[config.mk]
export PLATFORM = sky130hd
export DESIGN_NAME = lsre_front_flat
export DESIGN_NICKNAME = d
export VERILOG_FILES = /design/src/lsre_pkg.sv /design/src/lsre_in_if.sv /design/src/lsre_front.sv /design/src/flat_wrapper.sv
export SDC_FILE = /design/constraint.sdc
export NUM_CORES = 1
export LEC_CHECK = 0
export BUFFER_PORTS_ARGS = -buffer_cell sky130_fd_sc_hd__buf_2
export CELL_PAD_IN_SITES_DETAIL_PLACEMENT = 0
export CELL_PAD_IN_SITES_GLOBAL_PLACEMENT = 1
export CORE_UTILIZATION = 15
export DETAILED_ROUTE_END_ITERATION = 12
export GPL_TIMING_DRIVEN = 0
export PLACE_DENSITY = 0.92
export SLEW_MARGIN = 10
export SYNTH_ARGS = -nofsm -noshare
export SYNTH_HDL_FRONTEND = slang
export SYNTH_SLANG_ARGS = --single-unit
[constraint.sdc]
create_clock -name vclk -period 6.46
set_input_delay 1.938 -clock vclk [all_inputs]
set_output_delay 1.938 -clock vclk [all_outputs]
set_load 0.05 [all_outputs]
[src/lsre_pkg.sv]
// Shared opcodes, ALU codes and the decoded instruction record.
package lsre_pkg;

  // Instruction opcodes
  localparam logic [3:0] OP_NOP  = 4'd0;
  localparam logic [3:0] OP_ADD  = 4'd1;
  localparam logic [3:0] OP_SUB  = 4'd2;
  localparam logic [3:0] OP_MUL  = 4'd3;
  localparam logic [3:0] OP_AND  = 4'd4;
  localparam logic [3:0] OP_OR   = 4'd5;
  localparam logic [3:0] OP_SLL  = 4'd6;
  localparam logic [3:0] OP_SRL  = 4'd7;
  localparam logic [3:0] OP_ADDI = 4'd8;
  localparam logic [3:0] OP_LW   = 4'd9;
  localparam logic [3:0] OP_SW   = 4'd10;
  localparam logic [3:0] OP_BEQ  = 4'd11;
  localparam logic [3:0] OP_J    = 4'd12;

  // ALU functions
  localparam logic [2:0] ALU_ADD = 3'd0;
  localparam logic [2:0] ALU_SUB = 3'd1;
  localparam logic [2:0] ALU_MUL = 3'd2;
  localparam logic [2:0] ALU_AND = 3'd3;
  localparam logic [2:0] ALU_OR  = 3'd4;
  localparam logic [2:0] ALU_SLL = 3'd5;
  localparam logic [2:0] ALU_SRL = 3'd6;

  localparam int QUEUE_DEPTH = 2;

  typedef struct packed {
    logic [2:0]  alu_op;
    logic        use_imm;
    logic        writes_alu;
    logic        is_load;
    logic        is_store;
    logic        is_beq;
    logic        is_jump;
    logic [4:0]  dest;
    logic [4:0]  rs;
    logic [4:0]  rt;
    logic [15:0] imm;
    logic [9:0]  target;
  } decoded_t;

endpackage

[src/lsre_in_if.sv]
// Instruction request channel.
interface lsre_in_if;
  logic        valid;
  logic        ready;
  logic [3:0]  opcode;
  logic [4:0]  rs_index;
  logic [4:0]  rt_index;
  logic [4:0]  rd_index;
  logic [15:0] immediate;
  logic [9:0]  jump_target;

  modport source (
    output valid, opcode, rs_index, rt_index, rd_index, immediate, jump_target,
    input  ready
  );
  modport sink (
    input  valid, opcode, rs_index, rt_index, rd_index, immediate, jump_target,
    output ready
  );
endinterface

[src/lsre_front.sv]
// Front end: accepts instruction requests and decodes them into control records.
module lsre_front (
  lsre_in_if.sink            instr,
  input  logic               busy,
  input  logic               push_ready,
  output logic               push_valid,
  output lsre_pkg::decoded_t push_data
);
  import lsre_pkg::*;

  decoded_t dec;

  always_comb begin
    dec            = '0;
    dec.rs         = instr.rs_index;
    dec.rt         = instr.rt_index;
    dec.imm        = instr.immediate;
    dec.target     = instr.jump_target;
    case (instr.opcode)
      OP_ADD, OP_SUB, OP_MUL, OP_AND, OP_OR, OP_SLL, OP_SRL: begin
        dec.writes_alu = 1'b1;
        dec.dest       = instr.rd_index;
        case (instr.opcode)
          OP_SUB:  dec.alu_op = ALU_SUB;
          OP_MUL:  dec.alu_op = ALU_MUL;
          OP_AND:  dec.alu_op = ALU_AND;
          OP_OR:   dec.alu_op = ALU_OR;
          OP_SLL:  dec.alu_op = ALU_SLL;
          OP_SRL:  dec.alu_op = ALU_SRL;
          default: dec.alu_op = ALU_ADD;
        endcase
      end
      OP_ADDI: begin
        dec.writes_alu = 1'b1;
        dec.use_imm    = 1'b1;
        dec.alu_op     = ALU_ADD;
        dec.dest       = instr.rt_index;
      end
      OP_LW: begin
        dec.is_load = 1'b1;
        dec.dest    = instr.rt_index;
      end
      OP_SW:   dec.is_store = 1'b1;
      OP_BEQ:  dec.is_beq   = 1'b1;
      OP_J:    dec.is_jump  = 1'b1;
      default: dec.alu_op   = ALU_ADD;  // NOP and unused codes
    endcase
  end

  assign instr.ready = push_ready && !busy;
  assign push_valid  = instr.valid && !busy;
  assign push_data   = dec;

endmodule

[src/flat_wrapper.sv]
// flat-port wrapper written by rule: the top's interface ports become plain ports
module lsre_front_flat import lsre_pkg::*;
  (busy, push_ready, push_valid, push_data, instr_valid, instr_opcode, instr_rs_index, instr_rt_index, instr_rd_index, instr_immediate, instr_jump_target, instr_ready);
  lsre_in_if instr_i ();
  input  logic busy;
  input  logic push_ready;
  output logic push_valid;
  output lsre_pkg::decoded_t push_data;
  input wire logic [$bits(instr_i.valid)-1:0] instr_valid;
  input wire logic [$bits(instr_i.opcode)-1:0] instr_opcode;
  input wire logic [$bits(instr_i.rs_index)-1:0] instr_rs_index;
  input wire logic [$bits(instr_i.rt_index)-1:0] instr_rt_index;
  input wire logic [$bits(instr_i.rd_index)-1:0] instr_rd_index;
  input wire logic [$bits(instr_i.immediate)-1:0] instr_immediate;
  input wire logic [$bits(instr_i.jump_target)-1:0] instr_jump_target;
  output wire logic [$bits(instr_i.ready)-1:0] instr_ready;
  assign instr_i.valid = instr_valid;
  assign instr_i.opcode = instr_opcode;
  assign instr_i.rs_index = instr_rs_index;
  assign instr_i.rt_index = instr_rt_index;
  assign instr_i.rd_index = instr_rd_index;
  assign instr_i.immediate = instr_immediate;
  assign instr_i.jump_target = instr_jump_target;
  assign instr_ready = instr_i.ready;
  lsre_front u_core (.instr(instr_i), .busy(busy), .push_ready(push_ready), .push_valid(push_valid), .push_data(push_data));
endmodule
==> results of run 1 <==
==> report_power, final <==
part,total [µW],internal (µW),switching [µW]
Combinational,111,34.5,76.5
Clock,0,0,0
Sequential,0,0,0
Total,111,34.5,76.5
==> synth_stat cells (2+ instances only) <==
cell type  instances
a32o_2             5
nor2b_1            2
buf_6              3
buf_4             36
nor4b_1            2
nor2_1             2
nor3b_1            2
==> cell type report <==
type	instances	area, µm²
Fill cell	350	2205
Buffer	40	309.0
Multi-Input combinational cell	22	175.2
Tap cell	44	55.05
Timing Repair Buffer	66	330.3
Inverter	1	3.754
==> metrics by stage <==
stage	utilization (%)	worst slack, ns	hold WS (ns)	area (µm²)	total power (µW)
global placement	28.37	1.496	4.178	873.3	111.0
CTS	28.37	1.494	4.178	873.3	111.5
finish	28.37	1.497	4.177	873.3	110.9
global route	28.37	1.363	4.180	873.3	115.4
detailed placement	28.37	1.500	4.178	873.3	111.3
floorplan	-	0.7261	4.043	488.0	90.62
==> final timing paths <==
path / start / end / slack (ns)
worst min-delay path: instr_rs_index[2] / push_data[33] / 4.18
worst max-delay path: instr_opcode[0] / push_data[40] / 1.50
==> metal layers <==
| layer | up-vias | wire (µm) | global-route usage (%) |
|---|---|---|---|
| met1 | 260 | 557 | 9.127 |
| met3 | 0 | 133 | 0.4367 |
| met5 | - | 0 | 0 |
| li1 | 310 | - | - |
| met2 | 47 | 655 | 11.04 |
| met4 | 0 | 0 | 0 |
==> cell families after synthesis <==
kind of cell              count (synthesis)  synth area share (%)
buffers and inverters                    41                 64.10
xor gates and xnor gates                  1                 1.795
and+or+nand+nor                          15                 21.54
AOI/OAI and AO/OA                         6                 12.56
==> flow_summary.toml, run 1 <==
[flow_run]
cap_violations = 0

[logic_synthesis]
yosysSeqAreaShare_pct = 0
synth_top_area_share_pct = 55.38
synthTopCellsByArea = "buf_4, a32o_2, buf_6"
syn_area_um2 = 488.0
synth_nets = 111
yosys_warnings = 0
netlist_instances = 63
yosys.area.top_type = "buf_4"
avgSynthCellArea_um2 = 7.746
post_synth_num_cell_types = 18

[cts]
cts_setup_buffers = 0
hold_buffers = 0
post_cts_resized = 0

[critical_path]
critical_path.most_common_cell = "buf_6"
setup.worst_path.start_class = "input port"
crit_cells = 5
crit_buf_inv = 3
path_cells = "buf_6 -> or3_4 -> buf_6 -> a32o_2 -> buf_2"
max_stage_delay_ns = 0.38
worstPathRequired_ns = 4.52
cp_slowest_cell = "or3_4"
crit_type = "in -> out"
worst_setup_path_end_kind = "output port"
critical_path.top_delay_family = "buffers and inverters"
crit_arrival_ns = 3.03
crit_fanout = 9

[sta]
maxSlewHeadroom_pct = 66.80
fin_setup_tns_ns = 0
slew_violations = 0
fin_crit_sh_pct = 76.83
fin_crit_ns = 4.963
fmax_ghz = 0.2015
worst_pin_slew_ns = 0.4970
finalHoldViolCount = 0
rsz0062_at_grt = "false"
setup_viol = 0

[power]
p_leak_uw = 0.0005448
power.density_nw_per_um2 = 127.0
ir_worst_vdd_v = 0.00005799

[die]
top_level_ports = 100
rows = 20
die_y_um = 59.04
dieArea_um2 = 3485
die_w_um = 59.04
core_area_um2 = 3078
start_util_pct = 15.85

[layout]
stdcell_count = 173
n_clock_buffer = 0
num_antenna_cells = 0
seq_cell_count = 0
final_cell_mix = "buf_2, buf_4, a32o_2"
layout_commonest_cell = "buf_2"
areaGrowthSynthToFinish_pct = 78.97
fin_nets = 179
drive_gt1_share_pct = 88.37
regArea_um2 = 0

[route]
viasPerCell = 3.566
first_pass_iters = 3
vias = 617
ant_nets = 0
wl_per_cell_um = 7.775
drtIter0Drc = 3
drc = 0
routed_wl_mm = 1.345

[hold_path]
hold_depth = 2
hold_class = "in -> out"

[placement]
gp_congestion = 0.6389
io_buffers = 66
place_inst = 173

[global_routing]
grt_pass1_vias = 452
antenna_found_initial = 0
grt_pass1_wl_mm = 1.856
overflow = 0
grt_max_degree = 11
grtUsageTotal_pct = 6.356

[outcome]
status = "completed"
No activity file was read; power rests on OpenSTA's default activity.
==> run 2, diff against run 1 <==
Settings changed: ABC_AREA set to 1, CORE_UTILIZATION 15 to 13, PLACE_DENSITY 0.92 to 0.86.
Clock period 6.46 ns to 4.8 ns, I/O delays scaled along.
==> flow_summary.toml, run 2 <==
[logic_synthesis]
netlist_instances = 77
synth_most_common_cell = "buf_4"
syn_area_um2 = 476.7
avgSynthCellArea_um2 = 6.191
synthTopCellsByArea = "buf_4, nand2_1, nand3_1"
synth_top_area_share_pct = 56.69
yosys_warnings = 0
post_synth_num_cell_types = 12
ys_top_cells_by_count = "buf_4, nand2_1, inv_1, nand3_1, nor2_1"
synth_nets = 125
yosys.area.top_type = "buf_4"
yosysSeqAreaShare_pct = 0

[placement]
place_inst = 192
pre_cts_ws_ns = 1.035
gp_congestion = 0.7164
dpl.hpwl_mm = 1.358
io_buffers = 69

[critical_path]
critical_path.top_delay_family = "buffers and inverters"
worstPathRequired_ns = 3.36
endpoint = "push_data[39]"
crit_type = "in -> out"
crit_fanout = 6
crit_arrival_ns = 2.31
path_cells = "buf_2 -> inv_2 -> nand2_4 -> nor2_4 -> nand2_1 -> nand2_1 -> buf_2"
cp_slowest_cell = "buf_2"
startpoint = "instr_opcode[2]"
crit_buf_inv = 3
max_stage_delay_ns = 0.26
setup.worst_path.start_class = "input port"
worst_setup_path_end_kind = "output port"
crit_cells = 7

[layout]
regArea_um2 = 0
seq_cell_count = 0
areaGrowthSynthToFinish_pct = 84.51
layout_commonest_cell = "buf_2"
fillers = 405
n_clock_buffer = 0
fin_nets = 196
stdcell_count = 192
utilization_pct = 25.75
final_cell_mix = "buf_2, buf_4, nand2_1"
num_antenna_cells = 0
drive_gt1_share_pct = 76.71

[die]
dieArea_um2 = 3913
rows = 21
start_util_pct = 13.96
die_y_um = 62.56
die_w_um = 62.56
top_level_ports = 100
core_area_um2 = 3416

[hold_path]
hold_class = "in -> out"

[route]
wl_per_cell_um = 7.807
viasPerCell = 3.479
first_pass_iters = 4
ant_nets = 0
drc = 0
drtIter0Drc = 15
vias = 668
routed_wl_mm = 1.499

[flow_run]
cap_violations = 0

[sta]
fin_crit_sh_pct = 78.11
fin_setup_tns_ns = 0
hold_slack_ns = 3.182
fin_crit_ns = 3.749
fmax_ghz = 0.2667
setup_viol = 0
finalHoldViolCount = 0
maxSlewHeadroom_pct = 80.87
worst_pin_slew_ns = 0.2866
setup_ws_ns = 1.051
rsz0062_at_grt = "false"
slew_violations = 0

[global_routing]
grt_pass1_vias = 542
overflow = 0
grt_max_degree = 9
antenna_found_initial = 0
grt_pass1_wl_mm = 2.277
grtUsageTotal_pct = 6.679

[power]
ir_worst_vdd_v = 0.00003073
p_leak_uw = 0.0005839
power.density_nw_per_um2 = 168.7

[cts]
hold_buffers = 0
cts_setup_buffers = 0
post_cts_resized = 0

[outcome]
status = "completed"
## run 2: cell types whose count changed in the layout (fill, tap and decap cells not counted), moves of 3 or more
cell | before | now
a32o_2 | 5 | 0
buf_6 | 3 | 0
inv_1 | 0 | 6
nand2_1 | 1 | 14
nand3_1 | 0 | 5
nor2_1 | 2 | 5
## run 2: cell families after synthesis
group                  synth area share, %
buffers and inverters                62.20
AOI/OAI and AO/OA                    3.937
and+or+nand+nor                      33.86
## run 2: routing by layer
metal | up-vias | wire length (µm) | track usage (%)
met5 | - | 0 | 0
met4 | 0 | 0 | 0
met3 | 0 | 220 | 2.007
met2 | 54 | 722 | 13.32
met1 | 275 | 556 | 7.174
li1 | 339 | - | -
## run 2: worst min-delay path by stage
| stage | from | end | slack [ns] | depth (start not counted) |
|---|---|---|---|---|
| 6_report | instr_immediate[1] | push_data[11] | 3.18 | 2 |
| 5_1_grt | instr_jump_target[0] | push_data[0] | 3.18 | 2 |
| 4_1_cts | instr_immediate[1] | push_data[11] | 3.18 | 2 |
| 3_5_place_dp | instr_immediate[1] | push_data[11] | 3.18 | 2 |
| 3_3_place_gp | instr_rs_index[0] | push_data[31] | 3.18 | 2 |
| 2_1_floorplan | instr_opcode[0] | push_data[43] | 2.98 | 1 |
## run 2: layout make-up
| cell class | instances | area (µm²) | area share, % |
|---|---|---|---|
| inverters | 7 | 26.28 | 2.987 |
| well taps | 46 | 57.56 | 6.543 |
| repair buffers | 69 | 345.3 | 39.26 |
| multi-input cells | 34 | 180.2 | 20.48 |
| plain buffers | 36 | 270.3 | 30.73 |
## run 2: stage by stage
stage / area, µm² / total power [µW]
after floorplan: 476.7 / 118.2
after detailed placement: 879.6 / 149.3
after CTS: 879.6 / 149.5
final: 879.6 / 148.4
after global placement: 879.6 / 148.4
after global routing: 879.6 / 154.8
## run 2: power by group
group,internal [µW],leakage (µW),total [µW],switching (µW)
clock,0,0,0,0
sequential,0,0,0,0
combinational,42.8,0.000584,148,106
