[src/lsre_pkg.sv]
// Shared opcodes, ALU codes and the decoded instruction record.
package lsre_pkg;

  // Instruction opcodes
  localparam logic [3:0] OP_NOP  = 4'd0;
  localparam logic [3:0] OP_ADD  = 4'd1;
  localparam logic [3:0] OP_SUB  = 4'd2;
  localparam logic [3:0] OP_MUL  = 4'd3;
  localparam logic [3:0] OP_AND  = 4'd4;
  localparam logic [3:0] OP_OR   = 4'd5;
  localparam logic [3:0] OP_SLL  = 4'd6;
  localparam logic [3:0] OP_SRL  = 4'd7;
  localparam logic [3:0] OP_ADDI = 4'd8;
  localparam logic [3:0] OP_LW   = 4'd9;
  localparam logic [3:0] OP_SW   = 4'd10;
  localparam logic [3:0] OP_BEQ  = 4'd11;
  localparam logic [3:0] OP_J    = 4'd12;

  // ALU functions
  localparam logic [2:0] ALU_ADD = 3'd0;
  localparam logic [2:0] ALU_SUB = 3'd1;
  localparam logic [2:0] ALU_MUL = 3'd2;
  localparam logic [2:0] ALU_AND = 3'd3;
  localparam logic [2:0] ALU_OR  = 3'd4;
  localparam logic [2:0] ALU_SLL = 3'd5;
  localparam logic [2:0] ALU_SRL = 3'd6;

  localparam int QUEUE_DEPTH = 2;

  typedef struct packed {
    logic [2:0]  alu_op;
    logic        use_imm;
    logic        writes_alu;
    logic        is_load;
    logic        is_store;
    logic        is_beq;
    logic        is_jump;
    logic [4:0]  dest;
    logic [4:0]  rs;
    logic [4:0]  rt;
    logic [15:0] imm;
    logic [9:0]  target;
  } decoded_t;

endpackage

[src/lsre_queue.sv]
// Short FIFO of decoded instructions between front and back.
module lsre_queue (
  input  logic               clk,
  input  logic               rst,
  input  logic               push_valid,
  output logic               push_ready,
  input  lsre_pkg::decoded_t push_data,
  output logic               pop_valid,
  input  logic               pop_ready,
  output lsre_pkg::decoded_t pop_data
);
  import lsre_pkg::*;

  localparam int PW = (QUEUE_DEPTH > 1) ? $clog2(QUEUE_DEPTH) : 1;

  decoded_t        entries [QUEUE_DEPTH];
  logic [PW-1:0]   wr_ptr;
  logic [PW-1:0]   rd_ptr;
  logic [PW:0]     count;
  logic            do_push;
  logic            do_pop;

  assign push_ready = count != (PW+1)'(QUEUE_DEPTH);
  assign pop_valid  = count != '0;
  assign pop_data   = entries[rd_ptr];
  assign do_push    = push_valid && push_ready;
  assign do_pop     = pop_valid && pop_ready;

  always_ff @(posedge clk) begin
    if (do_push) entries[wr_ptr] <= push_data;
  end

  always_ff @(posedge clk) begin
    if (rst) begin
      wr_ptr <= '0;
      rd_ptr <= '0;
      count  <= '0;
    end else begin
      if (do_push) begin
        wr_ptr <= (wr_ptr == PW'(QUEUE_DEPTH - 1)) ? '0 : wr_ptr + 1'b1;
      end
      if (do_pop) begin
        rd_ptr <= (rd_ptr == PW'(QUEUE_DEPTH - 1)) ? '0 : rd_ptr + 1'b1;
      end
      if (do_push && !do_pop)      count <= count + 1'b1;
      else if (do_pop && !do_push) count <= count - 1'b1;
    end
  end

endmodule

[config.mk]
export PLATFORM = sky130hd
export DESIGN_NAME = lsre_queue
export DESIGN_NICKNAME = d
export VERILOG_FILES = /design/src/lsre_pkg.sv /design/src/lsre_queue.sv
export SDC_FILE = /design/constraint.sdc
export NUM_CORES = 1
export LEC_CHECK = 0
export ABC_AREA = 1
export BUFFER_PORTS_ARGS = -buffer_cell sky130_fd_sc_hd__clkbuf_2
export CELL_PAD_IN_SITES_DETAIL_PLACEMENT = 1
export CELL_PAD_IN_SITES_GLOBAL_PLACEMENT = 2
export CORE_MARGIN = 8
export CORE_UTILIZATION = 41
export CTS_CLUSTER_DIAMETER = 40
export CTS_CLUSTER_SIZE = 25
export DETAILED_ROUTE_END_ITERATION = 8
export HOLD_SLACK_MARGIN = 0.15
export PLACE_DENSITY_LB_ADDON = 0.1
export SLEW_MARGIN = 20
export SYNTH_ARGS = -nofsm -noshare
export SYNTH_HDL_FRONTEND = slang
export SYNTH_SLANG_ARGS = --single-unit
[constraint.sdc]
create_clock -name clk -period 5.9 [get_ports clk]
set_input_delay 1.18 -clock clk [delete_from_list [all_inputs] [get_ports clk]]
set_output_delay 1.18 -clock clk [all_outputs]
set_load 0.1 [all_outputs]
==> results of run 1 <==
-- state kept, by name, indices dropped and copies added (netlist names), named ones only --
name     flops
count        2
wr_ptr       1
entries    100
rd_ptr       1
-- logic make-up after synthesis --
kind of cell / synth area share (%)
flip-flops: 75.6
buffers and inverters: 3.45
AND/OR/NAND/NOR: 1.86
adder cells (fa/ha/maj): 0.305
multiplexers: 18.3
AO/OA/AOI/OAI: 0.488
-- worst max-delay path, stage by stage, from the launching register on --
cell and delay [ns]:
dfxtp_4 0.98, mux2_4 0.31, clkbuf_2 0.46
-- cell type report --
class | count | area [sq um]
sequential | 105 | 3110
multi-input combinational | 74 | 875
clock inverter | 7 | 101
timing repair buffer | 107 | 541
tap | 133 | 166
fill | 966 | 4790
clock buffer | 9 | 124
inverter | 8 | 30.0
-- stage by stage --
step	std cells	hold slack (ns)	util (%)	instance area, sq um
3_5_place_dp	427	0.499	48.5	4720
3_3_place_gp	427	0.479	48.5	4720
6_report	443	0.518	50.8	4940
5_1_grt	443	0.564	50.8	4940
4_1_cts	443	0.527	50.8	4940
2_1_floorplan	193	0.465	-	4100
-- cell usage in the layout, fill, tap and decap left out, types with 2 or more instances in the layout --
master	count
a21oi_1	2
buf_4	2
bufinv_16	2
clkbuf_2	105
clkbuf_8	9
dfxtp_1	4
edfxtp_1	100
inv_1	8
mux2_4	50
nand2_1	9
nand3_1	2
nor2_1	5
nor2_4	2
o21ai_0	2
-- final timing paths --
| check | from | slack [ns] | to |
|---|---|---|---|
| hold / removal | rd_ptr | 0.52 | rd_ptr |
| hold reg to reg | rd_ptr | 0.52 | rd_ptr |
| setup reg to reg | count[0] | 3.96 | entries[1][38] |
| setup / recovery | flip-flop | 2.55 | pop_data[44] |
-- per-layer routing --
metal / part of all wire (%) / track usage [%]
met3: 8.9 / 5.47
met2: 48 / 19.3
met4: 1.2 / 3.89
met1: 42 / 13.5
met5: 0 / 0
-- cell usage after synthesis (all sizes together) --
| cell | n | share of area (%) |
|---|---|---|
| nand2 | 9 | 0.82 |
| inv | 8 | 0.73 |
| buf | 6 | 2.7 |
| o21ai | 2 | 0.24 |
| nand4 | 1 | 0.15 |
| ha | 1 | 0.30 |
| nor2 | 7 | 0.64 |
| a21oi | 2 | 0.24 |
| edfxtp | 100 | 73 |
| mux2 | 50 | 18 |
| dfxtp | 5 | 2.4 |
| nand3 | 2 | 0.24 |
-- report_power, final --
part	total [mW]	internal [mW]	switching, mW
Clock	0.492	0.243	0.249
Combinational	1.21	0.260	0.951
Sequential	1.02	0.943	0.0800
Total	2.73	1.45	1.28
==> run summary, run 1 <==
Gates resized during post-CTS repair numbered 0. The flow ran to the end, and the final reports show no timing, DRC or antenna violations. Across the VDD grid, the largest voltage drop is 0.306 mV.

In this run the worst path has a maximum fanout of 50. The run gives 36 as the standard-cell row count. After clock tree synthesis, the setup repair step added 0 buffers.

The run gives 0.00973 sq mm as the floorplan core area. For the clock net sink count, the log shows 105. The number of top-level design ports came out at 106. The final-report setup violation count was 0; the final cycle utilization of the critical path was 56.8%.

The tools report the total power after layout as 2.73 mW. The gate count after technology mapping came out at 193. The tools report the largest net degree at the start of global routing as 51. The path type of the worst min-delay path is flip-flop to flip-flop. Highest clock rate: 298 MHz. After detailed routing, the average wire length per cell comes to 17.6 um.

Detailed routing inserted a total of 2,036 vias. Sequential elements use 75.6% of the synthesized area. The worst endpoint data arrival time was 2.17 ns; the half-perimeter wire length after detailed placement was 5.34 mm.

Setup repair after global routing left no endpoint under its margin. For the total count of max-transition violations in the final report, the log shows 0. STA classifies the critical path startpoint as a flip-flop. Counting I/O delays and the setup requirement, the final critical path takes 3.35 ns.

Dividing total power by cell area gives a power density of 551 mW/mm^2. The tools report the H-tree level count as 3. Fraction of final layout cells with drive strength greater than 1: 56.8%. For this run, the number of Yosys warnings is 0. The global-route wire length before repair was 11.9 mm; the clock-pin slew reported for the worst setup and hold paths after clock tree synthesis was 0.10 ns. TritonCTS created 9 clock buffers.

For this block, the initial DRC count from the detailed router was 86. The number of hold-slack violations in the final timing report was 0; the die span in x was 116 um. Averaged over all synthesized cells, the footprint is 21.3 sq um. The logic depth of the worst register-to-register path came out at 5. The tools report the final worst clock skew as 0.00843 ns. The worst setup path is captured at an output port. The logs give 2 for the maximum buffer depth of the clock tree and 4.72 ns for the data required time of the critical path. Detailed-router iteration count before antenna repair: 4. The logs give 0 for the remaining global-route overflow and 0 for the DRC violations left.

The detail route stage leaves a number of antenna-violating nets equal to 0. For the pin with the worst max-slew slack, the measured transition is 0.976 ns. The tool flagged a number of max-cap violations equal to 0. Summing every instance area after synthesis gives 0.00410 sq mm. The clock network latency to the later pin of the worst-skew pair was 0.36 ns; the count of input and output buffers was 105. The path type of the worst setup path was flip-flop to output port. Number of hold buffers added after cts: 0. When the netlist entered floorplanning its net count stood at 248. The repair_antennas step left the layout with diodes totalling 0.

The layout overhead on the synthesized area works out to 20.5%. The via-per-instance ratio is 4.60. Normalized max-slew margin: 34.9%. The final layout contains 360 nets.

The full die area was 0.0135 sq mm. At the end of routability-driven placement, the weighted congestion stood at 0.710. TritonCTS built the clock tree.

For the number of global-route vias before repair, the log shows 2,300. The run gives 2.55 ns as the final worst setup slack. Number of antenna violations at the first check in global routing: 0. Prior to clock tree synthesis, the placed netlist has a worst setup slack of 2.91 ns. The root buffer cell is clkbuf_8.

For this configuration, the core starts out at a cell density of 42.2%. For this design the static power due to leakage is 1.99 nW. The netlist uses 13 different library cells. The worst hold path passes through 2 cells.

The setup TNS after final layout was 0 ns; the overall routing resource usage was 11.9%. The aggregate routed wire length was 7.80 mm; the post-synthesis register bit count was 105. The floorplan step set the die height to 116 um.
Note: power is estimated with default switching activity, not from simulation.
==> inputs of run 2 (changes only) <==
- CORE_UTILIZATION: 41 -> 38
- clock period: 5.9 -> 3.4 ns (I/O delays scaled with it)
==> run 2 against run 1 <==
Compared with the run above: register-to-register slack lost 2.4 ns; utilization decreased by 4.3 points; first-iteration DRC count is 15% lower; flip-flop and latch count stayed put; sequential share of layout area shrank 0.36 points; worst setup slack worse by 1.9 ns; cell area is 0.58% higher; global-route usage is 0.38 points lower; combinational power increased by 79%; sequential power is 70% higher; clock skew fell by 0.0023 ns; die area up 6.8%.
==> run summary, run 2 (same netlist as run 1, synthesis figures left out) <==
At the end of routability-driven placement, the weighted congestion stood at 0.668. Relative to the synthesized area, the layout overhead comes to 21.2%. The die covers 0.0144 sq mm. The standard-cell row count came out at 38. The logs give 0 for the final-report setup violation count and 3 for the H-tree level count. In this run the worst path has a maximum fanout of 26. Number of global-route vias before repair: 2,357. The power density normalized to cell area is 932 mW/mm^2, and the number of antenna diodes is 0.

For this run, the detailed router's first-pass iteration total came to 4. CTS saw 105 sinks. The die is 120 um wide.

Aggregate routed wire length: 7.95 mm. The overall routing resource usage is 11.5%, and the area used by multi-input combinational logic is 875 sq um. The smallest clock period supported by the final layout is computed as 2.74 ns.

Setup repair after global routing left no endpoint under its margin. Buffers inserted to repair hold after CTS numbered 0. The most common library cell in the layout ignoring fill and taps was clkbuf_2.

The static power due to leakage was 2.00 nW. The setup path with the least slack is of type flip-flop to output port. The flow ran to the end, and the final reports show no timing, DRC or antenna violations. For this configuration, the core starts out at a cell density of 38.4%.

Measured on the finished design, the core utilization comes to 46.5%. The tools report the number of fill cells in the layout as 1,068. In this run the clock root is driven by a clkbuf_8.

The number of hold-slack violations in the final timing report was 0; the y dimension of the die was 120 um. The sort of element at the start of the critical path was a flip-flop. The run gives 362 as the number of nets at the end of the flow. The transition time of the tightest slew-check pin is 0.641 ns, and the largest net degree at the start of global routing is 32. The hold path depth is 1, and the normalized max-slew margin is 57.1%. The floorplan step defined a core boundary enclosing 0.0107 sq mm. The final cycle utilization of the critical path came out at 80.7%. The clock passes through at most 2 buffers. STA puts the critical path data arrival time at 2.06 ns. The routed wire length per instance works out to 17.6 um. The later pin in the worst-skew pair is clocked with a latency of 0.36 ns. The start point of the worst min-delay path is push_data[2]. Total power for the finished layout comes to 4.63 mW. The logic depth of the worst register-to-register path works out to 5. In the post-route analysis, the smallest setup slack over all paths is 0.655 ns. For the number of top-level design ports, the log shows 106. The number of placed instances, taps included, is 436. After clock tree synthesis, the setup repair step added 0 buffers. The largest registers in the layout are entries (100), count (2). IR analysis of the VDD net gives a maximum drop of 0.446 mV. For the DRC violations left, the log shows 0. The library cells used most frequently in the layout, excluding fill and tap cells, are clkbuf_2, edfxtp_1, mux2_4. Timing would allow up to 364 MHz. The total count of max-transition violations in the final report was 0; the clock-pin slew reported for the worst setup and hold paths after clock tree synthesis was 0.09 ns. The launch point of the worst reg-to-reg path was count[0].

The count of input and output buffers is 105. Ranked by flip-flop count, first place goes to entries. For hold timing, the worst endpoint is entries[1][2]. The logs give 452 for the number of non-filler instances in the completed layout and 2.72 ns for the data required time of the critical path.

Summing over every cut layer, the via total after detailed routing is 2,042. The tool flagged a number of max-cap violations equal to 0. The endpoint identified for the worst register-to-register timing path is entries[0][43].

Counting the buffers created by CTS gives 9. For the final database, setup skew stands at 0.00611 ns. The total area of sequential cells is 0.00311 sq mm, and the number of flip-flops in the largest register is 100. The worst slack at placement was 1.02 ns. The remaining global-route overflow came out at 0.

The wire-length estimate of the detail-placed layout is 5.75 mm. Of the cells placed in the final design, the portion with a size suffix greater than 1 is 56.7%. The first global-routing pass estimated 12.5 mm of wire.

In this run the worst hold path is classified as input pin to flip-flop. For the remaining number of nets flagged by the antenna check after routing, the log shows 0. STA classifies the critical path endpoint as an output port. After the first detailed-routing iteration, the DRC count stood at 73. Setup slack on the worst reg-to-reg path comes out at 1.57 ns. TritonCTS built the clock tree.

The number of gates resized after CTS was 0. Number of antenna violations at the first check in global routing: 0. After detailed routing, the number of vias per cell comes to 4.52.
==> run 2: cell count changes in the layout (fill, tap and decap cells not counted) <==
cell        change
clkbuf_8        +4
buf_12          +3
bufinv_16       -2
buf_4           -1
clkbuf_1        +1
clkinv_2        +1
clkinv_4        -1
clkinvlp_4      -1
inv_6           -1
inv_8           -1
==> run 2: metal layers <==
metal / track usage (%) / share of wire (%) / up-vias
li1: - / - / 961
met2: 18.9 / 49 / 71
met4: 6.09 / 2.0 / 0
met5: 0 / 0 / -
met3: 3.33 / 6.2 / 13
met1: 13.4 / 43 / 997
==> run 2: layout make-up <==
cell class	count	share of cell area [%]
Clock inverter	2	0.201
Timing Repair Buffer	109	11.9
Clock buffer	14	3.67
Inverter	8	0.604
Sequential cell	105	62.5
Tap cell	140	3.52
Multi-Input combinational cell	74	17.6
==> run 2: report_power, final <==
group          internal [mW]  switching [mW]
Clock                  0.345           0.386
Sequential              1.63          0.0949
Combinational          0.471            1.70
==> run 2: how the worst max path moves through the flow <==
stage | from | endpoint | depth (start not counted)
floorplan | count[0] | entries[0][0] | 4
global placement | flip-flop | pop_data[45] | 3
detailed placement | flip-flop | pop_data[37] | 3
CTS | flip-flop | pop_data[45] | 3
global route | flip-flop | pop_data[29] | 3
finish | flip-flop | pop_data[45] | 3
==> run 2: critical path: stages (launching register included) <==
cell	delay [ns]
dfxtp_4	0.68
buf_12	0.30
mux2_4	0.33
clkbuf_2	0.37
==> run 2: through the flow <==
stage               hold slack [ns]  area [sq um]  setup TNS, ns
global placement              0.482          4780              0
global route                  0.482          4970              0
floorplan                     0.465          4100         -47.67
finish                        0.503          4970              0
CTS                           0.478          4970              0
detailed placement            0.502          4780              0
